$ cat config.mk
export PLATFORM = sky130hd
export DESIGN_NAME = pad_prep
export DESIGN_NICKNAME = d
export VERILOG_FILES = /design/src/sv/pad_pkg.sv /design/src/sv/pad_prep.sv
export SDC_FILE = /design/constraint.sdc
export NUM_CORES = 1
export LEC_CHECK = 0
export BUFFER_PORTS_ARGS = -buffer_cell sky130_fd_sc_hd__buf_2
export CORE_ASPECT_RATIO = 1.1
export CORE_MARGIN = 10
export CORE_UTILIZATION = 40
export DETAILED_ROUTE_END_ITERATION = 16
export PLACE_DENSITY_LB_ADDON = 0.08
export SLEW_MARGIN = 10
export SYNTH_ARGS = -nofsm -noshare
export SYNTH_HDL_FRONTEND = slang
export SYNTH_SLANG_ARGS = --single-unit
$ cat constraint.sdc
create_clock -name clk -period 2 [get_ports clk]
set_input_delay 0.3 -clock clk [delete_from_list [all_inputs] [get_ports clk]]
set_output_delay 0.3 -clock clk [all_outputs]
set_load 0.03 [all_outputs]
$ cat src/sv/pad_pkg.sv
package pad_pkg;

  localparam int COORD_WIDTH_DEF  = 16;
  localparam int CORDIC_STEPS_DEF = 16;
  localparam int FRAC_BITS        = 24;
  localparam int ANGLE_WIDTH      = 32;
  localparam int OUT_WIDTH        = 16;

  localparam logic [ANGLE_WIDTH-1:0] HALF_TURN    = 32'h8000_0000;
  localparam logic [ANGLE_WIDTH-1:0] QUARTER_TURN = 32'h4000_0000;
  localparam logic [ANGLE_WIDTH-1:0] ROUND_HALF   = 32'h0000_8000;

  // atan(2^-i) as a fraction of a full turn, 2^32 per turn
  function automatic logic [ANGLE_WIDTH-1:0] atan_turn(input int idx);
    logic [ANGLE_WIDTH-1:0] a;
    case (idx)
      0:       a = 32'h2000_0000;
      1:       a = 32'h12E4_051D;
      2:       a = 32'h09FB_385B;
      3:       a = 32'h0511_11D4;
      4:       a = 32'h028B_0D43;
      5:       a = 32'h0145_D7E1;
      6:       a = 32'h00A2_F61E;
      7:       a = 32'h0051_7C55;
      8:       a = 32'h0028_BE53;
      9:       a = 32'h0014_5F2E;
      10:      a = 32'h000A_2F98;
      11:      a = 32'h0005_17CC;
      12:      a = 32'h0002_8BE6;
      13:      a = 32'h0001_45F3;
      14:      a = 32'h0000_A2F9;
      15:      a = 32'h0000_517C;
      16:      a = 32'h0000_28BE;
      17:      a = 32'h0000_145F;
      18:      a = 32'h0000_0A2F;
      19:      a = 32'h0000_0517;
      20:      a = 32'h0000_028B;
      21:      a = 32'h0000_0145;
      22:      a = 32'h0000_00A2;
      23:      a = 32'h0000_0051;
      24:      a = 32'h0000_0028;
      25:      a = 32'h0000_0014;
      26:      a = 32'h0000_000A;
      27:      a = 32'h0000_0005;
      28:      a = 32'h0000_0002;
      29:      a = 32'h0000_0001;
      default: a = 32'h0000_0000;
    endcase
    return a;
  endfunction

endpackage

$ cat src/sv/pad_prep.sv
module pad_prep #(
  parameter int CW = pad_pkg::COORD_WIDTH_DEF,
  parameter int DW = pad_pkg::COORD_WIDTH_DEF + pad_pkg::FRAC_BITS + 3
) (
  input  logic                                 clk,
  input  logic                                 en,
  input  logic signed [CW-1:0]                 x_in,
  input  logic signed [CW-1:0]                 y_in,
  output logic signed [DW-1:0]                 x,
  output logic signed [DW-1:0]                 y,
  output logic        [pad_pkg::ANGLE_WIDTH-1:0] z,
  output logic                                 hold
);
  import pad_pkg::*;

  logic signed [DW-1:0]          xe;
  logic signed [DW-1:0]          ye;
  logic signed [DW-1:0]          x_next;
  logic signed [DW-1:0]          y_next;
  logic        [ANGLE_WIDTH-1:0] z_next;
  logic                          hold_next;

  assign xe = {{(DW-CW){x_in[CW-1]}}, x_in};
  assign ye = {{(DW-CW){y_in[CW-1]}}, y_in};

  // x on the axis: angle is fixed and the rotations leave it alone; negative x is negated and starts at a half turn
  always_comb begin
    hold_next = 1'b0;
    z_next    = '0;
    x_next    = xe <<< FRAC_BITS;
    y_next    = ye <<< FRAC_BITS;
    if (x_in == '0) begin
      hold_next = 1'b1;
      if (y_in == '0) begin
        z_next = '0;
      end else if (y_in[CW-1]) begin
        z_next = ANGLE_WIDTH'(0) - QUARTER_TURN;
      end else begin
        z_next = QUARTER_TURN;
      end
    end else if (x_in[CW-1]) begin
      z_next = HALF_TURN;
      x_next = (-xe) <<< FRAC_BITS;
      y_next = (-ye) <<< FRAC_BITS;
    end
  end

  always_ff @(posedge clk) begin
    if (en) begin
      x    <= x_next;
      y    <= y_next;
      z    <= z_next;
      hold <= hold_next;
    end
  end

endmodule

# Yosys cells after proc, flatten, opt, wreduce, memory -nomap -nowiden
# Index checks and enable logic that the tools add are counted.
# word_totals
ff_bits,119
latchBits,0
ramBits,0
mem_bits_ro,0
output_inout_bits,119
wordCells,19
mem_count,0
# classes
n_addsub,2
mul,0
n_div,0
magnitude_cmp,0
eq_ne,0
shift,0
muxes,9
n_bitwise,0
n_reduce_logical,2
# op_table
op,n
43-bit two-way mux,4
32-bit two-way mux,4
16-bit negation with 19-bit output,2
16-bit zero test,2
1-bit two-way mux,1

# Logic depth before layout (Yosys ltp)
# depth
ltp_word,3
ltp_mapped,8
depth_no_buf,8

# Worst setup path after synthesis
# No wires, ideal clock.
# synth_timing
path_kind,input to register
startpoint,in y_in[5]
endpoint,"reg y[40], data pin"
setup_ns,0.254
t_arrival_ns,1.672
setup_slack_ns,0.073
stages,7
path_buffers,1
path_cell_list,or4_4 buf_6 nor4_1 nand2_1 ha_1 nand2_1 nand2_1
# synth_between
elab_chain_len,3
# synth_lines
item,line_no,source
start: declaration,pad_prep.sv:8,"input logic signed [CW-1:0] y_in,"
16-bit negation with 19-bit output,pad_prep.sv:44,y_next = (-ye) <<< FRAC_BITS;
43-bit two-way mux,pad_prep.sv:41,end else if (x_in[CW-1]) begin
43-bit two-way mux,pad_prep.sv:32,if (x_in == '0) begin
named net y_next[40],pad_prep.sv:19,logic signed [DW-1:0] y_next;
end signal: assignment,pad_prep.sv:51,y <= y_next;
end: declaration,pad_prep.sv:10,"output logic signed [DW-1:0] y,"
# The timed path passes the listed nets, and every way through them passes these cells.
# A chain may end at the register's enable or synchronous reset.

# Final worst setup path
# layout_timing
startpoint,in x_in[1]
endpoint,"reg z[31] in the netlist's numbering, data pin"
# layout_between
elab_chain_len,2
# layout_lines
item,line_no,source
start: declaration,pad_prep.sv:7,"input logic signed [CW-1:0] x_in,"
16-bit zero test,pad_prep.sv:32,
32-bit two-way mux,pad_prep.sv:32,
named net z_next[31],pad_prep.sv:20,logic [ANGLE_WIDTH-1:0] z_next;
end signal: assignment,pad_prep.sv:52,z <= z_next;
end: declaration,pad_prep.sv:11,"output logic [pad_pkg::ANGLE_WIDTH-1:0] z,"
# The timed path passes the listed nets, and every way through them passes these cells.

==> run summary <==
* Setup violations, final: 0
* pre-CTS setup slack: -0.04920 ns
* f_max: 0.5620 GHz
* clk slew on worst S/H paths: 0.08 ns
* endpoint class of the critical path: register
* number of sinks driven by the clock tree: 41
* via count: 1712
* area inside the core boundary: 0.006306 mm2
* nets: 356
* final instance area: 0.002997 mm2
* CP arrival: 1.87 ns
* Yosys top cell by area: edfxtp_1
* largest family of logic cells by synthesized area: buffers and inverters
* number of buffers inserted for hold repair after clock tree synthesis: 0
* diode insertion count for antenna repair: 0
* gate count after technology mapping: 232
* ratio of routed vias to standard cells: 4.291
* xor-xnor portion of the synthesized cell area: 0.08966
* layout cell share with drive strength beyond 1: 0.3386
* largest driver fanout on the critical path: 5
* worst ir drop on vdd: 0.3294 mV
* compound-cell area share of the yosys netlist: 0.09393
* Setup WS post-layout: 0.2205 ns
* Worst Setup Path Type: in -> reg
* endpoint of the most critical setup path: z[31]$_DFFE_PP_
* path category of the worst min-delay check: in -> reg
* simple logic cell fraction of the synthesized area: 0.08397
* DRT Wirelength: 5939 um
* master cell of the clock root buffer: clkbuf_8
* Final Cycle Share: 0.8897
* yosys synthesis warning count: 0
* final-report max-slew violation count: 0
* proportion of synthesized chip area in sequential cells: 0.4668
* CTS HTree Levels: 2
* CTS Buffer Depth: 2
* number of antenna violations at the first check in global routing: 0
* routability cong.: 0.7389
* post-layout min period: 1.779 ns
* Die ar.: 0.01025 mm2
* number of DRC markers after the initial detailed-route iteration: 101
* pwr dens: 791.8 mW/mm2
* number of buffers created by CTS: 5
* cell area after placement: 0.002893 mm2
* most area-consuming cells after synthesis: edfxtp_1 (47%), buf_4 (22%), xnor2_1 (8.6%), o41ai_2 (3.1%), o41ai_1 (2.3%)
* arithmetic-cell share of the synthesized area counting full adders, half adders and majority gates: 0.01423
* maximum number of pins on one net before global-route repair: 42
* number of instances resized during post-cts repair: 0
* Post-Syn Area: 0.002638 mm2
* overall global routing resource usage: 0.1074
* Pre-antenna DRT Iters: 4
* die width: 97.43 um
* proportion of netlist area held by the largest area contributor: 0.4668
* global route overflow: 0
* Core Rows: 30
* first-pass GRT wire length: 9218 um
* initial cell density of the core: 0.4183
* startpoint types: input port
* post-CTS setup buffer count: 0
* die extent in y: 105.2 um
* estimated wirelength of the detail-placed design: 4792 um
* endpoints failing hold: 0
* proportion of synthesized area in mux cells: 0
* PortBufs: 74
* DRC violation count after routing: 0
* leakage power: 1.311 nW
* Critical Path Start: x_in[1]
* Synth cell types: 30
* TritonCTS clock tree: done
* outcome: completed
* setup repair after global routing missed its margin: false
* wire length per cell after detailed routing: 14.88 um
* Yosys reg bits: 41
* Top Ports: 153
* count of antenna-violating nets left after detailed routing: 0
* Layout Area Growth over Synthesis: 13.61%
* reported max-cap violation count: 0
* Avg Inst Size Synth: 11.37 um2
* worst endpoint required time: 2.09 ns
* via count of the first global-routing pass: 1897
logic make-up (layout without fill, tap and decap cells):
| kind of cell | after synthesis | in the layout |
|---|---|---|
| AOI/OAI and AO/OA | 29 | 29 |
| xor gates and xnor gates | 27 | 27 |
| and+or+nand+nor | 36 | 36 |
| adders and majority gates | 3 | 3 |
| other | 1 | 81 |
| buffers and inverters | 95 | 102 |
| DFF | 41 | 41 |
registers in the layout (all words and copies together) (netlist names):
signal,cells
hold,1
y,19
x,19
z,2
per-layer routing:
metal	track usage	wire length [um]	up-vias
met3	0.04480	583	2
met1	0.1258	2543	779
met5	0	0	-
met2	0.1741	2764	102
met4	0.03430	48	0
li1	-	-	829
cells in the mapped netlist, drive strengths merged:
library cell  count
buf              80
edfxtp           41
xnor2            26
o41ai            12
nand2             9
clkbuf            8
o21ai             8
inv               7
o31ai             7
or3               7
or4               6
ha                3
nand2b            3
nor2              3
or2               3
nor4              2
a211oi            1
a21oi             1
conb              1
nor3              1
or3b              1
or4b              1
xor2              1
how the worst min path moves through the flow:
stage	slack, ns	end	startpoint	cells after the start
2_1_floorplan	0.40	x[24]$_DFFE_PP_	x_in[0]	0
6_report	0.29	y[24]$_DFFE_PP_	y_in[0]	2
3_5_place_dp	0.59	x[24]$_DFFE_PP_	x_in[0]	2
5_1_grt	0.30	y[24]$_DFFE_PP_	y_in[0]	2
4_1_cts	0.29	x[24]$_DFFE_PP_	x_in[0]	2
3_3_place_gp	0.59	x[24]$_DFFE_PP_	x_in[0]	2
power breakdown:
group | internal (mW) | total (mW) | switching (mW)
Sequential | 1.04 | 1.06 | 0.0170
Clock | 0.363 | 0.638 | 0.276
Combinational | 0.158 | 0.672 | 0.515
critical path, cell delays in order:
cell and delay (ns):
buf_2 0.10, inv_1 0.06, ha_1 0.16, or4b_1 0.54, or3_4 0.39, o41ai_2 0.32
per-stage QoR:
stage                 util  hold WS [ns]  std cells  power [mW]  setup TNS [ns]
finish              0.4752        0.2946        399       2.373               0
detailed placement  0.4587        0.5908        392       1.753        -0.06606
CTS                 0.4752        0.2887        399       2.395               0
floorplan                -        0.3989        312       1.683               0
global route        0.4752        0.2968        399       2.476               0
global placement    0.4587        0.5910        392       1.752        -0.03334
final cells by class:
type                    count  area (um2)
clock buffers               5       68.82
fillers                   609        3309
inverters                   7       26.28
flip-flops and latches     41        1231
repair buffers             88       488.0
well taps                  80       100.1
clock inverters             2       35.03
multi-input cells         176        1047
cells in the final DEF (no fill, tap or decap), drive strengths merged, types with 2 or more instances in the layout:
| cell | Yosys | final |
|---|---|---|
| buf | 80 | 88 |
| clkbuf | 8 | 5 |
| conb | 1 | 81 |
| edfxtp | 41 | 41 |
| ha | 3 | 3 |
| inv | 7 | 7 |
| nand2 | 9 | 9 |
| nand2b | 3 | 3 |
| nor2 | 3 | 3 |
| nor4 | 2 | 2 |
| o21ai | 8 | 8 |
| o31ai | 7 | 7 |
| o41ai | 12 | 12 |
| or2 | 3 | 3 |
| or3 | 7 | 7 |
| or4 | 6 | 6 |
| xnor2 | 26 | 26 |
Power figures use the tool's default switching activity.
