$ cat config.mk
export PLATFORM = sky130hd
export DESIGN_NAME = pad_step
export DESIGN_NICKNAME = d
export VERILOG_FILES = /design/src/sv/pad_pkg.sv /design/src/sv/pad_step.sv
export SDC_FILE = /design/constraint.sdc
export NUM_CORES = 1
export LEC_CHECK = 0
export CELL_PAD_IN_SITES_DETAIL_PLACEMENT = 0
export CELL_PAD_IN_SITES_GLOBAL_PLACEMENT = 1
export CORE_MARGIN = 2
export CORE_UTILIZATION = 50
export CTS_BUF_LIST = sky130_fd_sc_hd__clkbuf_8
export DETAILED_ROUTE_END_ITERATION = 6
export DONT_BUFFER_PORTS = 1
export GPL_ROUTABILITY_DRIVEN = 0
export GPL_TIMING_DRIVEN = 0
export PLACE_DENSITY_LB_ADDON = 0.1
export SYNTH_ARGS = -nofsm -noshare
export SYNTH_HDL_FRONTEND = slang
export SYNTH_SLANG_ARGS = --single-unit
$ cat constraint.sdc
create_clock -name clk -period 3.49 [get_ports clk]
set_clock_uncertainty 0.05 [all_clocks]
set_input_delay 0.349 -clock clk [delete_from_list [all_inputs] [get_ports clk]]
set_output_delay 0.349 -clock clk [all_outputs]
set_load 0.02 [all_outputs]
$ cat src/sv/pad_pkg.sv
package pad_pkg;

  localparam int COORD_WIDTH_DEF  = 16;
  localparam int CORDIC_STEPS_DEF = 16;
  localparam int FRAC_BITS        = 24;
  localparam int ANGLE_WIDTH      = 32;
  localparam int OUT_WIDTH        = 16;

  localparam logic [ANGLE_WIDTH-1:0] HALF_TURN    = 32'h8000_0000;
  localparam logic [ANGLE_WIDTH-1:0] QUARTER_TURN = 32'h4000_0000;
  localparam logic [ANGLE_WIDTH-1:0] ROUND_HALF   = 32'h0000_8000;

  // atan(2^-i) as a fraction of a full turn, 2^32 per turn
  function automatic logic [ANGLE_WIDTH-1:0] atan_turn(input int idx);
    logic [ANGLE_WIDTH-1:0] a;
    case (idx)
      0:       a = 32'h2000_0000;
      1:       a = 32'h12E4_051D;
      2:       a = 32'h09FB_385B;
      3:       a = 32'h0511_11D4;
      4:       a = 32'h028B_0D43;
      5:       a = 32'h0145_D7E1;
      6:       a = 32'h00A2_F61E;
      7:       a = 32'h0051_7C55;
      8:       a = 32'h0028_BE53;
      9:       a = 32'h0014_5F2E;
      10:      a = 32'h000A_2F98;
      11:      a = 32'h0005_17CC;
      12:      a = 32'h0002_8BE6;
      13:      a = 32'h0001_45F3;
      14:      a = 32'h0000_A2F9;
      15:      a = 32'h0000_517C;
      16:      a = 32'h0000_28BE;
      17:      a = 32'h0000_145F;
      18:      a = 32'h0000_0A2F;
      19:      a = 32'h0000_0517;
      20:      a = 32'h0000_028B;
      21:      a = 32'h0000_0145;
      22:      a = 32'h0000_00A2;
      23:      a = 32'h0000_0051;
      24:      a = 32'h0000_0028;
      25:      a = 32'h0000_0014;
      26:      a = 32'h0000_000A;
      27:      a = 32'h0000_0005;
      28:      a = 32'h0000_0002;
      29:      a = 32'h0000_0001;
      default: a = 32'h0000_0000;
    endcase
    return a;
  endfunction

endpackage

$ cat src/sv/pad_step.sv
module pad_step #(
  parameter int DW  = pad_pkg::COORD_WIDTH_DEF + pad_pkg::FRAC_BITS + 3,
  parameter int IDX = 0
) (
  input  logic                                   clk,
  input  logic                                   en,
  input  logic signed [DW-1:0]                   x_in,
  input  logic signed [DW-1:0]                   y_in,
  input  logic        [pad_pkg::ANGLE_WIDTH-1:0] z_in,
  input  logic                                   hold_in,
  output logic signed [DW-1:0]                   x,
  output logic signed [DW-1:0]                   y,
  output logic        [pad_pkg::ANGLE_WIDTH-1:0] z,
  output logic                                   hold
);
  import pad_pkg::*;

  localparam logic [ANGLE_WIDTH-1:0] ATAN = atan_turn(IDX);

  logic signed [DW-1:0]          xs;
  logic signed [DW-1:0]          ys;
  logic signed [DW-1:0]          x_next;
  logic signed [DW-1:0]          y_next;
  logic        [ANGLE_WIDTH-1:0] z_next;

  assign xs = x_in >>> IDX;
  assign ys = y_in >>> IDX;

  always_comb begin
    if (!y_in[DW-1]) begin
      x_next = x_in + ys;
      y_next = y_in - xs;
      z_next = hold_in ? z_in : z_in + ATAN;
    end else begin
      x_next = x_in - ys;
      y_next = y_in + xs;
      z_next = hold_in ? z_in : z_in - ATAN;
    end
  end

  always_ff @(posedge clk) begin
    if (en) begin
      x    <= x_next;
      y    <= y_next;
      z    <= z_next;
      hold <= hold_in;
    end
  end

endmodule

Word level (Yosys, flattened, before mapping)
Cells that the tools add are included.
{ "totals": {"output_inout_bits": 119, "register_bits": 119, "word_cells": 14, "input_bits": 121} }
{ "op_classes": {"add_sub_neg": 5, "mux": 5} }
{ "op_table": {"columns": ["operator", "n"], "rows": [
  ["32-bit two-way mux", 3],
  ["43-bit two-way mux", 2],
  ["43-bit subtractor", 2],
  ["43-bit adder", 1],
  ["32-bit by 30-bit adder with 32-bit output, second input constant", 1],
  ["32-bit by 30-bit subtractor with 32-bit output, second input constant", 1]
]} }

Logic depth before layout (Yosys ltp)
{ "depth": {"depth_word": 3, "depth_mapped": 13, "depth_no_buf": 12} }

Worst setup path before layout
No wires, ideal clock.
{ "synth_timing": {"path_kind": "in2reg", "from": "input x_in[0]", "to": "register x[38], data pin", "required_ns": 3.174, "path_stages": 11, "t_arrival_ns": 2.746, "path_slack_ns": 0.428, "setup_ns": 0.266, "n_path_buf": 0, "path_cell_list": "ha_1 > fa_1 > and2b_4 > o211ai_2 > o211ai_2 > a311o_4 > o21a_4 > nor2_8 > o21ai_2 > a311o_1 > xnor2_1"} }
{ "synth_via": {"elab_chain_len": 2, "elab_cells_between_ends": 3, "cone_classes": "add/sub: 2; mux: 1"} }
{ "synth_lines": {"columns": ["item", "line_no", "rtl"], "rows": [
  ["from (decl)", "pad_step.sv:7", "input logic signed [DW-1:0] x_in,"],
  ["43-bit adder / 43-bit subtractor (equally long branches)", "pad_step.sv:31, pad_step.sv:35", null],
  ["43-bit two-way mux (*)", "pad_step.sv:30", "if (!y_in[DW-1]) begin"],
  ["net x_next[38]", "pad_step.sv:22", "logic signed [DW-1:0] x_next;"],
  ["to (signal assigned)", "pad_step.sv:43", "x <= x_next;"],
  ["to (decl)", "pad_step.sv:11", "output logic signed [DW-1:0] x,"]
]} }
The timed path passes the listed nets; every way through them passes the cells marked *.
A chain may end at the register's enable or synchronous reset.

Worst setup path in the final report
{ "layout_timing": {"from": "input x_in[9]", "to": "register y[40], data pin"} }
{ "layout_via": {"elab_chain_len": 2, "elab_cells_between_ends": 3, "cone_classes": "add/sub: 2; mux: 1"} }
{ "layout_lines": {"columns": ["item", "line_no", "rtl"], "rows": [
  ["43-bit subtractor / 43-bit adder (equally long branches)", "pad_step.sv:32, pad_step.sv:36", null],
  ["43-bit two-way mux (*)", "pad_step.sv:30", null],
  ["net y_next[40]", "pad_step.sv:23", "logic signed [DW-1:0] y_next;"],
  ["to (signal assigned)", "pad_step.sv:44", "y <= y_next;"],
  ["to (decl)", "pad_step.sv:12", "output logic signed [DW-1:0] y,"]
]} }
Marks and branches as above.

==> results.sh <==
export IMPL_cts_tree="yes"
export IMPL_worst_slew_pin_slew_ns=1.09
export IMPL_cp_slowest_cell="nor3_1"
export IMPL_final_cells=1706
export IMPL_layout_setup_ws_ns=0.00593
export IMPL_drive_gt1_frac=0.0690
export IMPL_grtUsageTotal=0.331
export IMPL_yosys_area_top_type_share=0.306
export IMPL_hpwlAfterDp_um=31400
export IMPL_arrival_ns=3.62
export IMPL_p_leak_nw=5.17
export IMPL_dpl_cell_count=1642
export IMPL_cts_htree_levels=4
export IMPL_slew_headroom=0.271
export IMPL_synth_nets=1609
export IMPL_post_cts_buffers=0
export IMPL_synth_largest_area_cell="edfxtp_1"
export IMPL_pwr_share_clk=0.253
export IMPL_worstPathMaxFanout=10
export IMPL_ys_ff_latch=118
export IMPL_worstPathCellList="inv_1 > ha_1 > buf_2 > nand4_1 > nor3_1 > o211ai_1 > nand3_1 > a21oi_1 > o31a_1 > o21a_1 > nor3_1 > xor2_1"
export IMPL_power_switching_w=0.00218
export IMPL_max_cap_violations=0
export IMPL_totalWireLength_um=40800
export IMPL_nets=1660
export IMPL_fin_hold_ws_ns=0.0278
export IMPL_p_int_w=0.00304
export IMPL_first_pass_iters=7
export IMPL_outcome="complete, but fails checks"
export IMPL_clk_pin_slew_ns=0.08
export IMPL_yosysWarnings=0
export IMPL_min_path_type="in -> reg"
export IMPL_layout_commonest_cell="a21oi_1"
export IMPL_syn_area_um2=11600
export IMPL_area_delta_synth_final_pct=9.61
export IMPL_synth_edff_count=118
export IMPL_io_buffers=0
export IMPL_layout_common_cells="178 x a21oi_1, 128 x inv_1, 128 x ha_1"
export IMPL_final_min_clock_period_ns=3.48
export IMPL_grt_setup_unrepaired="false"
export IMPL_root_buffer="clkbuf_8"
export IMPL_core_area_um2=22700
export IMPL_syn_avg_cell_area_um2=8.53
export IMPL_clockBufferDepth=2
export IMPL_comb_power_share=0.328
export IMPL_num_rows=55
export IMPL_initial_core_util=0.509
export IMPL_fmax_mhz=287
export IMPL_diodes=0
export IMPL_path_class="in -> reg"
export IMPL_vias=10900
export IMPL_async_flop_share=0
export IMPL_die_area_um2=24400
export IMPL_p_per_area_nw_per_um2=412
export IMPL_timing_final_crit_share=0.998
export IMPL_share_seq_of_total_power=0.420
export IMPL_ys_top_cells_by_area="edfxtp_1 31%, ha_1 14%, a21oi_1 7.7%, xnor2_1 5.2%, o21ai_0 4.7%"
export IMPL_ys_types=90
export IMPL_pre_cts_ws_ns=-0.348
export IMPL_finalSetupViolations=0
export IMPL_antenna_found_initial=0
export IMPL_grt_pass1_wl_um=60900
export IMPL_maxSlewViolCount=0
export IMPL_grt_max_degree=96
export IMPL_worstHoldStart="hold_in"
export IMPL_timing_hold_violations_final=0
export IMPL_cts_made_buffers=17
export IMPL_start_kind="primary input"
export IMPL_first_iter_violations=1262
export IMPL_synth_seq_area_share=0.306
export IMPL_crit_top_cell="nor3_1"
export IMPL_critPathRequiredTime_ns=3.63
export IMPL_swShare=0.418
export IMPL_violations="DRC"
export IMPL_wl_per_cell_um=23.9
export IMPL_slowest_delay_ns=0.69
export IMPL_remaining_drc_errors=2
export IMPL_ys_flop_type="edfxtp_1"
export IMPL_grt_pass1_vias=10300
export IMPL_hold_depth=1
export IMPL_fp_dieH_um=156
export IMPL_ios=240
export IMPL_setup_tns_ns=0
export IMPL_min_to="z[29]"
export IMPL_die_x_um=156
export IMPL_max_vdd_ir_drop_mv=0.255
export IMPL_syn_inst=1357
export IMPL_gr_total_overflow=0
export IMPL_end_kind="flop"
export IMPL_ant_nets=0
export IMPL_viasPerCell=6.38
export IMPL_clkSinkCount=118
## power by group through the flow
stage	logic (W)	registers, W	clock network (W)
floorplan	0.00114	0.00220	0
global placement	0.00158	0.00223	0
detailed placement	0.00158	0.00223	0
CTS	0.00166	0.00220	0.00134
global route	0.00184	0.00221	0.00139
finish	0.00171	0.00219	0.00132
## layer usage
metal  track usage  routed length (um)
met2         0.494               17400
met1         0.464               17800
met5             0                   0
met4         0.120                1380
met3        0.0828                4190
## worst max path at each step
| stage | startpoint | endpoint | slack (ns) | cells past startpoint |
|---|---|---|---|---|
| after global routing | x_in[9] | y[40] | 0.04 | 12 |
| after detailed placement | x_in[9] | y[39] | -0.35 | 12 |
| after global placement | x_in[9] | x[39] | -0.35 | 12 |
| after CTS | x_in[9] | y[39] | 0.11 | 12 |
| final | x_in[9] | y[40] | 0.006 | 12 |
| after floorplan | x_in[0] | x[38] | 0.43 | 11 |
## kinds of logic (layout without fill, tap and decap cells)
logic type / after synthesis / in the layout / synth area share
adders and majority gates: 131 / 131 / 0.144
xor gates and xnor gates: 85 / 85 / 0.0643
AOI/OAI and AO/OA: 472 / 472 / 0.260
buffers and inverters: 193 / 257 / 0.0673
DFF: 118 / 118 / 0.306
and+or+nand+nor: 339 / 339 / 0.142
muxes: 19 / 19 / 0.0165
## area by class of cell
| cell class | instances | area, um^2 |
|---|---|---|
| buffer | 62 | 287 |
| clock buffer | 17 | 234 |
| clock inverter | 15 | 159 |
| fill | 2179 | 10000 |
| inverter | 131 | 492 |
| multi-input combinational | 1046 | 7260 |
| sequential | 118 | 3540 |
| tap | 285 | 357 |
| timing repair buffer | 32 | 348 |
## flip-flops by register name (all words and copies together) (netlist names)
register,cells
z,32
x,43
y,42
hold,1
## critical path: cells and delay by family
kind                       cells  cell delay (ns)
and+or+nand+nor                4             1.36
AOI/OAI and AO/OA              4             1.13
adders and majority gates      1             0.36
buffers and inverters          2             0.28
xor gates and xnor gates       1             0.14
## synth_stat cells, types with 19 or more instances
master / instances
o21bai_1: 22
a21o_1: 27
buf_2: 19
o21ai_0: 109
ha_1: 128
nor2_1: 107
nor3_1: 27
xnor2_1: 69
nand2_1: 86
a21oi_1: 178
inv_1: 128
nand4_1: 21
edfxtp_1: 118
nand3_1: 21
clkbuf_1: 28
## what timing repair did
item / CTS / global route
endpoints found under the setup margin: 0 / 3
gates resized for setup: 0 / 2
hold buffers: 32 / 0
hold endpoints to repair: 125 / 0
## metrics by stage
| stage | power, W | util | instance area, um^2 |
|---|---|---|---|
| 5_1_grt | 0.00545 | 0.558 | 12700 |
| 2_1_floorplan | 0.00333 | - | 11600 |
| 3_3_place_gp | 0.00381 | 0.525 | 11900 |
| 3_5_place_dp | 0.00380 | 0.525 | 11900 |
| 4_1_cts | 0.00519 | 0.558 | 12700 |
| 6_report | 0.00522 | 0.558 | 12700 |
No activity file was read; power rests on OpenSTA's default activity.
